### src/hw/rtl/wpm_pkg.sv
// wpm_pkg: shared types and constants for the wildcard pattern matcher
// no dependencies; imported by wpm_cell and wildcard_pattern_matcher
`default_nettype none

package wpm_pkg;

    typedef logic [7:0] char_t;
    typedef logic [1:0] cmd_t;

    localparam cmd_t CMD_CLEAR  = 2'd0;
    localparam cmd_t CMD_APPEND = 2'd1;
    localparam cmd_t CMD_TEXT   = 2'd2;
    localparam cmd_t CMD_FINISH = 2'd3;

    localparam char_t STAR_BYTE = 8'h2A;
    localparam char_t ANY_BYTE  = 8'h3F;

    // per-transfer controls broadcast to every cell
    typedef struct packed {
        logic  clear;
        logic  append;
        logic  step;
        logic  restore;
        char_t data;
    } cell_ctrl_t;

endpackage

`default_nettype wire

### src/hw/rtl/wpm_cell.sv
// wpm_cell: one pattern position of the matcher row (byte, match bit, start bit)
// depends on wpm_pkg; instantiated in a chain by wildcard_pattern_matcher
`default_nettype none

module wpm_cell #(
    parameter int INDEX = 1,
    parameter int LEN_W = 6
) (
    input  wire                    clk,
    input  wire                    rst_n,
    input  wpm_pkg::cell_ctrl_t    ctrl,
    input  wire  [LEN_W-1:0]       length,
    input  wire                    carry_in,
    input  wire                    match_prev,
    input  wire                    start_prev,
    output logic                   carry_out,
    output logic                   match,
    output logic                   start
);
    import wpm_pkg::*;

    char_t byte_reg;
    logic  match_reg;
    logic  match_next;
    logic  start_reg;
    logic  start_next;
    logic  active;
    logic  load_here;
    logic  is_star;
    logic  hit;
    logic  start_load;

    assign active    = (length >= LEN_W'(INDEX));
    assign load_here = ctrl.append && (length == LEN_W'(INDEX - 1));
    assign is_star   = (byte_reg == STAR_BYTE);
    assign hit       = (byte_reg == ANY_BYTE) || (byte_reg == ctrl.data);

    // star cells pass the row value along like a carry, others start it afresh
    always_comb
    begin
        if (!active)
        begin
            carry_out = 1'b0;
        end
        else if (is_star)
        begin
            carry_out = carry_in | match_reg;
        end
        else
        begin
            carry_out = hit & match_prev;
        end
    end

    assign start_load = (ctrl.data == STAR_BYTE) ? start_prev : 1'b0;

    always_comb
    begin
        match_next = match_reg;
        start_next = start_reg;
        if (ctrl.clear)
        begin
            match_next = 1'b0;
            start_next = 1'b0;
        end
        else if (load_here)
        begin
            match_next = start_load;
            start_next = start_load;
        end
        else if (ctrl.step)
        begin
            match_next = carry_out;
        end
        else if (ctrl.restore)
        begin
            match_next = start_reg;
        end
    end

    always_ff @(posedge clk or negedge rst_n)
    begin
        if (!rst_n)
        begin
            match_reg <= 1'b0;
            start_reg <= 1'b0;
        end
        else
        begin
            match_reg <= match_next;
            start_reg <= start_next;
        end
    end

    always_ff @(posedge clk)
    begin
        if (load_here)
        begin
            byte_reg <= ctrl.data;
        end
    end

    assign match = match_reg;
    assign start = start_reg;

endmodule

`default_nettype wire

### src/hw/rtl/wildcard_pattern_matcher.sv
// wildcard_pattern_matcher: streaming glob matcher ('*' any run, '?' any byte)
// depends on wpm_pkg and wpm_cell (one cell per pattern position)
//
// usage
//   input channel in_valid/in_ready carries command and char_value:
//   clear pattern, append pattern byte, text byte, finish and report.
//   output channel out_valid/out_ready carries matched and pattern_error,
//   one transfer for each finish command and none for the others.
//   one input transfer per clock is taken while the output register is
//   empty or being drained. a finish result is shown on the cycle after
//   its input transfer. each text byte updates the whole row as it is
//   taken; runs of '*' pass their bit along the cell chain like a carry,
//   so the chain length (MAX_PATTERN cells) sets the clock period.
//   in_ready drops while a result is held and out_ready is low, so a
//   stalled receiver holds back further input. appends beyond capacity or
//   after text has begun are dropped and flagged in pattern_error.
//   reset empties the pattern, clears the error flag and the output
//   valid flag; no clearing pass is needed.
`default_nettype none

module wildcard_pattern_matcher #(
    parameter int MAX_PATTERN = 32
) (
    input  wire                    clk,
    input  wire                    rst_n,
    input  wire                    in_valid,
    output logic                   in_ready,
    input  wpm_pkg::cmd_t          command,
    input  wpm_pkg::char_t         char_value,
    output logic                   out_valid,
    input  wire                    out_ready,
    output logic                   matched,
    output logic                   pattern_error
);
    import wpm_pkg::*;

    localparam int LEN_W = $clog2(MAX_PATTERN + 1);

    cell_ctrl_t           ctrl;
    logic                 accept;
    logic                 do_append;
    logic                 full;
    logic [LEN_W-1:0]     length_reg;
    logic [LEN_W-1:0]     length_next;
    logic                 match0_reg;
    logic                 match0_next;
    logic                 begun_reg;
    logic                 begun_next;
    logic                 error_reg;
    logic                 error_next;
    logic                 out_valid_reg;
    logic                 out_valid_next;
    logic                 matched_reg;
    logic                 pattern_error_reg;
    logic [MAX_PATTERN:0] carry;
    logic [MAX_PATTERN:0] match_row;
    logic [MAX_PATTERN:0] start_row;

    assign in_ready  = !out_valid_reg || out_ready;
    assign accept    = in_valid && in_ready;
    assign full      = (length_reg == LEN_W'(MAX_PATTERN));
    assign do_append = accept && (command == CMD_APPEND) && !begun_reg;

    assign ctrl.clear   = accept && (command == CMD_CLEAR);
    assign ctrl.append  = do_append;
    assign ctrl.step    = accept && (command == CMD_TEXT);
    assign ctrl.restore = accept && (command == CMD_FINISH);
    assign ctrl.data    = char_value;

    // position zero: the empty pattern prefix
    assign carry[0]     = 1'b0;
    assign match_row[0] = match0_reg;
    assign start_row[0] = 1'b1;

    for (genvar j = 1; j <= MAX_PATTERN; j++)
    begin : g_cell
        wpm_cell #(
            .INDEX (j),
            .LEN_W (LEN_W)
        ) u_cell (
            .clk        (clk),
            .rst_n      (rst_n),
            .ctrl       (ctrl),
            .length     (length_reg),
            .carry_in   (carry[j-1]),
            .match_prev (match_row[j-1]),
            .start_prev (start_row[j-1]),
            .carry_out  (carry[j]),
            .match      (match_row[j]),
            .start      (start_row[j])
        );
    end

    always_comb
    begin
        length_next = length_reg;
        match0_next = match0_reg;
        begun_next  = begun_reg;
        error_next  = error_reg;
        if (accept)
        begin
            case (command)
                CMD_CLEAR:
                begin
                    length_next = '0;
                    match0_next = 1'b1;
                    begun_next  = 1'b0;
                    error_next  = 1'b0;
                end
                CMD_APPEND:
                begin
                    if (begun_reg || full)
                    begin
                        error_next = 1'b1;
                    end
                    else
                    begin
                        length_next = length_reg + LEN_W'(1);
                    end
                end
                CMD_TEXT:
                begin
                    match0_next = 1'b0;
                    begun_next  = 1'b1;
                end
                CMD_FINISH:
                begin
                    match0_next = 1'b1;
                    begun_next  = 1'b0;
                end
                default:
                begin
                    length_next = length_reg;
                end
            endcase
        end
    end

    always_comb
    begin
        out_valid_next = out_valid_reg;
        if (ctrl.restore)
        begin
            out_valid_next = 1'b1;
        end
        else if (out_ready)
        begin
            out_valid_next = 1'b0;
        end
    end

    always_ff @(posedge clk or negedge rst_n)
    begin
        if (!rst_n)
        begin
            length_reg    <= '0;
            match0_reg    <= 1'b1;
            begun_reg     <= 1'b0;
            error_reg     <= 1'b0;
            out_valid_reg <= 1'b0;
        end
        else
        begin
            length_reg    <= length_next;
            match0_reg    <= match0_next;
            begun_reg     <= begun_next;
            error_reg     <= error_next;
            out_valid_reg <= out_valid_next;
        end
    end

    // result payload, loaded on a finish transfer
    always_ff @(posedge clk)
    begin
        if (ctrl.restore)
        begin
            matched_reg       <= match_row[length_reg];
            pattern_error_reg <= error_reg;
        end
    end

    assign out_valid     = out_valid_reg;
    assign matched       = matched_reg;
    assign pattern_error = pattern_error_reg;

endmodule

`default_nettype wire
### config.mk
export PLATFORM = sky130hd
export DESIGN_NAME = wildcard_pattern_matcher
export DESIGN_NICKNAME = d
export VERILOG_FILES = /design/src/hw/rtl/wpm_pkg.sv /design/src/hw/rtl/wpm_cell.sv /design/src/hw/rtl/wildcard_pattern_matcher.sv
export SDC_FILE = /design/constraint.sdc
export NUM_CORES = 1
export LEC_CHECK = 0
export BUFFER_PORTS_ARGS = -buffer_cell sky130_fd_sc_hd__buf_4
export CAP_MARGIN = 30
export CORE_ASPECT_RATIO = 0.9
export CORE_MARGIN = 2
export CORE_UTILIZATION = 50
export DETAILED_ROUTE_END_ITERATION = 10
export GPL_TIMING_DRIVEN = 0
export MAX_ROUTING_LAYER = met4
export PLACE_DENSITY_LB_ADDON = 0.25
export SETUP_SLACK_MARGIN = 0.3
export SYNTH_ARGS = -nofsm -noshare
export SYNTH_HDL_FRONTEND = slang
export SYNTH_SLANG_ARGS = --single-unit
### constraint.sdc
create_clock -name clk -period 4.8 [get_ports clk]
set_clock_uncertainty 0.1 [all_clocks]
set_input_delay 1.2 -clock clk [delete_from_list [all_inputs] [get_ports clk]]
set_output_delay 1.2 -clock clk [all_outputs]
set_load 0.01 [all_outputs]
==> results.py <==
metrics = {
    "floorplanning": {
        "floorplan.core_area_mm2": 0.0348,
        "initial_core_utilization_pct": 50.5,
        "rows": 65,
        "fp.dieW_um": 202,
        "die_area_mm2": 0.0367,
        "chipHeight_um": 182,
        "ioPinCount": 18,
    },
    "setup_path": {
        "worst_setup_path_startpoint": "length_reg[1]",
        "number_of_cells_on_the_critical_path": 15,
        "timing.critical_path.arrival_ns": 4.73,
        "critical_path.startpoint_type": "register",
        "worst_r2r_startpoint": "length_reg[1]",
        "sum_of_buffers_and_inverters_on_the_critical_path": 3,
        "crit_path_end": "g_cell[30].u_cell.match",
        "timing.critical_path.to_type": "register",
        "path_max_fanout": 10,
        "timing_worst_setup_path_type": "register to register",
        "worstPathCellList": "clkbuf_4 > clkbuf_4 > inv_1 > ha_1 > nand2b_4 > o211ai_2 > a2111o_1 > and4b_4 > o311ai_4 > a2111oi_2 > o311a_1 > a211o_2 > o31ai_4 > o221ai_2 > a21oi_2",
        "cpMaxStageDelayCell": "dfrtp_2",
        "category_of_cells_accounting_for_the_largest_share_of_critical_path_delay": "compound AO/OA/AOI/OAI gates",
        "critical_path_required_ns": 5.16,
        "delay_of_the_slowest_critical_path_stage_ns": 0.47,
        "setup.reg_to_reg.worst_slack_ns": 0.43,
        "crit-reg2reg-capture": "g_cell[30].u_cell.match",
        "worst_r2r_path_depth": 15,
        "most_repeated_library_cell_on_the_critical_path": "clkbuf_4",
    },
    "drt": {
        "drt-wirelength-per-cell_um": 23.2,
        "routed_wl_um": 49200,
        "detail_route.vias_per_cell": 6.13,
        "first_iter_violations": 1343,
        "drcViolationCount": 0,
        "via_count": 13000,
        "detailedRoute.firstPassIterationCount": 6,
        "postRouteAntennaNets": 0,
    },
    "logic_synthesis": {
        "synthDominantCellAreaShare_pct": 44.1,
        "ys_seq_area_share_pct": 54.6,
        "ys_types": 87,
        "synth-simple-area-share_pct": 17.0,
        "cell_type_contributing_the_most_total_cell_area_after_synthesis": "edfxtp_1",
        "synth_xor_xnor_area_share_pct": 12.9,
        "synth_flop_cell": "edfxtp_1",
        "post_synth_instance_area_mm2": 0.0176,
        "syn-instance-count": 1552,
        "yosysWarnings": 0,
        "synthesized_area_fraction_occupied_by_adder_cells_pct": 0.641,
        "synth-compound-area-share_pct": 10.2,
        "synth_enable_flop_cells": 258,
        "synth_top_family_by_area": "simple AND/OR/NAND/NOR gates",
        "postSynthNetCount": 1575,
        "synthTopCellsByArea": "edfxtp_1 (44%), xnor2_1 (11%), dfrtp_1 (10%), nor2_1 (3.1%), nand4_1 (2.9%)",
        "synth_area_per_cell_um2": 11.3,
        "asyncSetResetFlopFracSynth_pct": 22.3,
        "yosys-mux-area-fraction_pct": 1.69,
        "number_of_synthesized_register_bits": 332,
    },
    "cells_and_area": {
        "largest_register_ff_count": 256,
        "layout.core_utilization_pct": 56.4,
        "nets": 1640,
        "areaGrowthSynthToFinish_pct": 11.7,
        "final_common_cell": "edfxtp_1",
        "layout.filler_cells": 2943,
        "share_of_final_layout_standard_cells_stronger_than_drive_strength_1_pct": 9.78,
        "postLayoutCellArea_mm2": 0.0196,
        "layout_common_cells": "edfxtp_1 (258), xnor2_1 (226), nor2_1 (145), nand2_1 (130), nand4_1 (81)",
    },
    "clock_network": {
        "cts_tree": "done",
        "ctsRootBufferMaster": "clkbuf_16",
        "cts_num_sinks": 332,
        "cts_buffers": 37,
        "clock_tree.buffer_depth": 3,
        "insertion_delay_ns": 0.54,
        "cts_htree_levels": 2,
        "path_clk_slew_ns": 0.06,
    },
    "grt": {
        "grt_overflow": 0,
        "vias_in_the_first_global_route": 12800,
        "grt_first_pass_wirelength_um": 75200,
        "grt_max_degree": 44,
        "global_route.usage.total_pct": 27.9,
        "grt_antenna_before_repair": 2,
    },
    "pwr": {
        "sequentialPowerShare_pct": 48.0,
        "power.share.switching_pct": 25.6,
        "clockPowerShare_pct": 39.6,
        "p_leak_uw": 0.00643,
        "power-per-cell-area_mw_per_mm2": 345,
        "combinationalPowerShare_pct": 12.4,
        "intPower_uw": 5040,
        "ir_worst_vdd_uv": 329,
        "total_power_uw": 6780,
        "net-switching-power_uw": 1740,
    },
    "sta": {
        "finalHoldViolCount": 0,
        "fmax_mhz": 229,
        "tns_ns": 0,
        "grt_setup_unrepaired": "no",
        "drv_slew": 0,
        "slew_headroom_pct": 28.4,
        "finalCritPeriodShare_pct": 91.0,
        "timing.final.crit_period_ns": 4.37,
        "setup-violations-final": 0,
        "tightest_pin_transition_ns": 1.07,
    },
    "placed_design": {
        "dp_hpwl_um": 32900,
        "post_dp_cell_area_mm2": 0.0184,
        "place.gp.congestion": 0.997,
        "port_buffers": 17,
    },
    "job": {
        "drv.max_cap_violation_count": 0,
    },
    "hold_path": {
        "timing.hold.worst.class": "register to register",
    },
    "outcome": {
        "run_status": "completed",
    },
}
## area by class of cell
class | count | area, um2 | share of cell area [%]
inverters | 19 | 71.3 | 0.363
flip-flops and latches | 332 | 9600 | 48.9
clock inverters | 11 | 60.1 | 0.306
repair buffers | 26 | 255 | 1.30
clock buffers | 57 | 1080 | 5.52
plain buffers | 70 | 480 | 2.45
diodes | 2 | 5.00 | 0.0255
multi-input cells | 1131 | 7480 | 38.1
well taps | 469 | 587 | 2.99
## cells in the mapped netlist, types with 7 or more instances
master,number
edfxtp_1,258
xnor2_1,226
nor2_1,145
nand2_1,130
nand4_1,81
dfrtp_1,73
a21oi_1,67
nand3_1,46
o21ai_0,42
nor3_1,38
clkbuf_1,33
xor2_1,32
o21a_1,26
and3_1,21
buf_6,21
o22ai_1,20
inv_1,19
or4_1,19
a31oi_1,18
or3_1,16
nor4_1,12
o211ai_1,12
a22oi_1,11
and2_1,11
buf_4,10
mux4_2,10
nor2b_1,10
nor4bb_1,10
ha_1,9
nand2b_1,7
or2_2,7
## layer usage
layer | vias to the layer above | track usage, % | part of all wire [%]
li1 | 5894 | - | -
met1 | 6383 | 37.2 | 43
met2 | 597 | 42.3 | 45
met3 | 97 | 7.36 | 9.5
met4 | 0 | 7.82 | 2.4
met5 | - | - | 0
## logic make-up after synthesis
| logic type | Yosys count |
|---|---|
| buffers and inverters | 89 |
| multiplexers | 17 |
| XOR/XNOR | 258 |
| flip-flops | 332 |
| AO/OA/AOI/OAI | 264 |
| adder cells (fa/ha/maj) | 9 |
| AND/OR/NAND/NOR | 583 |
## timing repair
action	in CTS	in global routing
hold buffers	0	0
setup buffers	0	0
hold endpoints to repair	0	0
gates resized for setup	16	21
setup endpoints to repair	24	14
## power by group through the flow
stage / Clock, uW / Combinational [uW] / Sequential (uW)
6_report: 2680 / 839 / 3250
5_1_grt: 2840 / 892 / 3260
4_1_cts: 2720 / 807 / 3250
3_5_place_dp: 0 / 792 / 3310
3_3_place_gp: 0 / 780 / 3310
2_1_floorplan: 0 / 510 / 3280
## worst min path at each step
stage,start,endpoint,cells past startpoint
2_1_floorplan,error_reg,pattern_error,0
3_3_place_gp,error_reg,pattern_error,0
3_5_place_dp,error_reg,pattern_error,0
4_1_cts,error_reg,pattern_error,0
5_1_grt,error_reg,pattern_error,0
6_report,error_reg,pattern_error,0
## through the flow
stage | hold WS (ns) | setup slack, ns | std cells
6_report | 0.369 | 0.433 | 2117
5_1_grt | 0.373 | 0.298 | 2117
4_1_cts | 0.365 | 0.316 | 2112
3_5_place_dp | 0.361 | -0.577 | 2044
3_3_place_gp | 0.376 | -0.537 | 2038
2_1_floorplan | 0.341 | 0.947 | 1552
(Power assumes the default switching activity.)
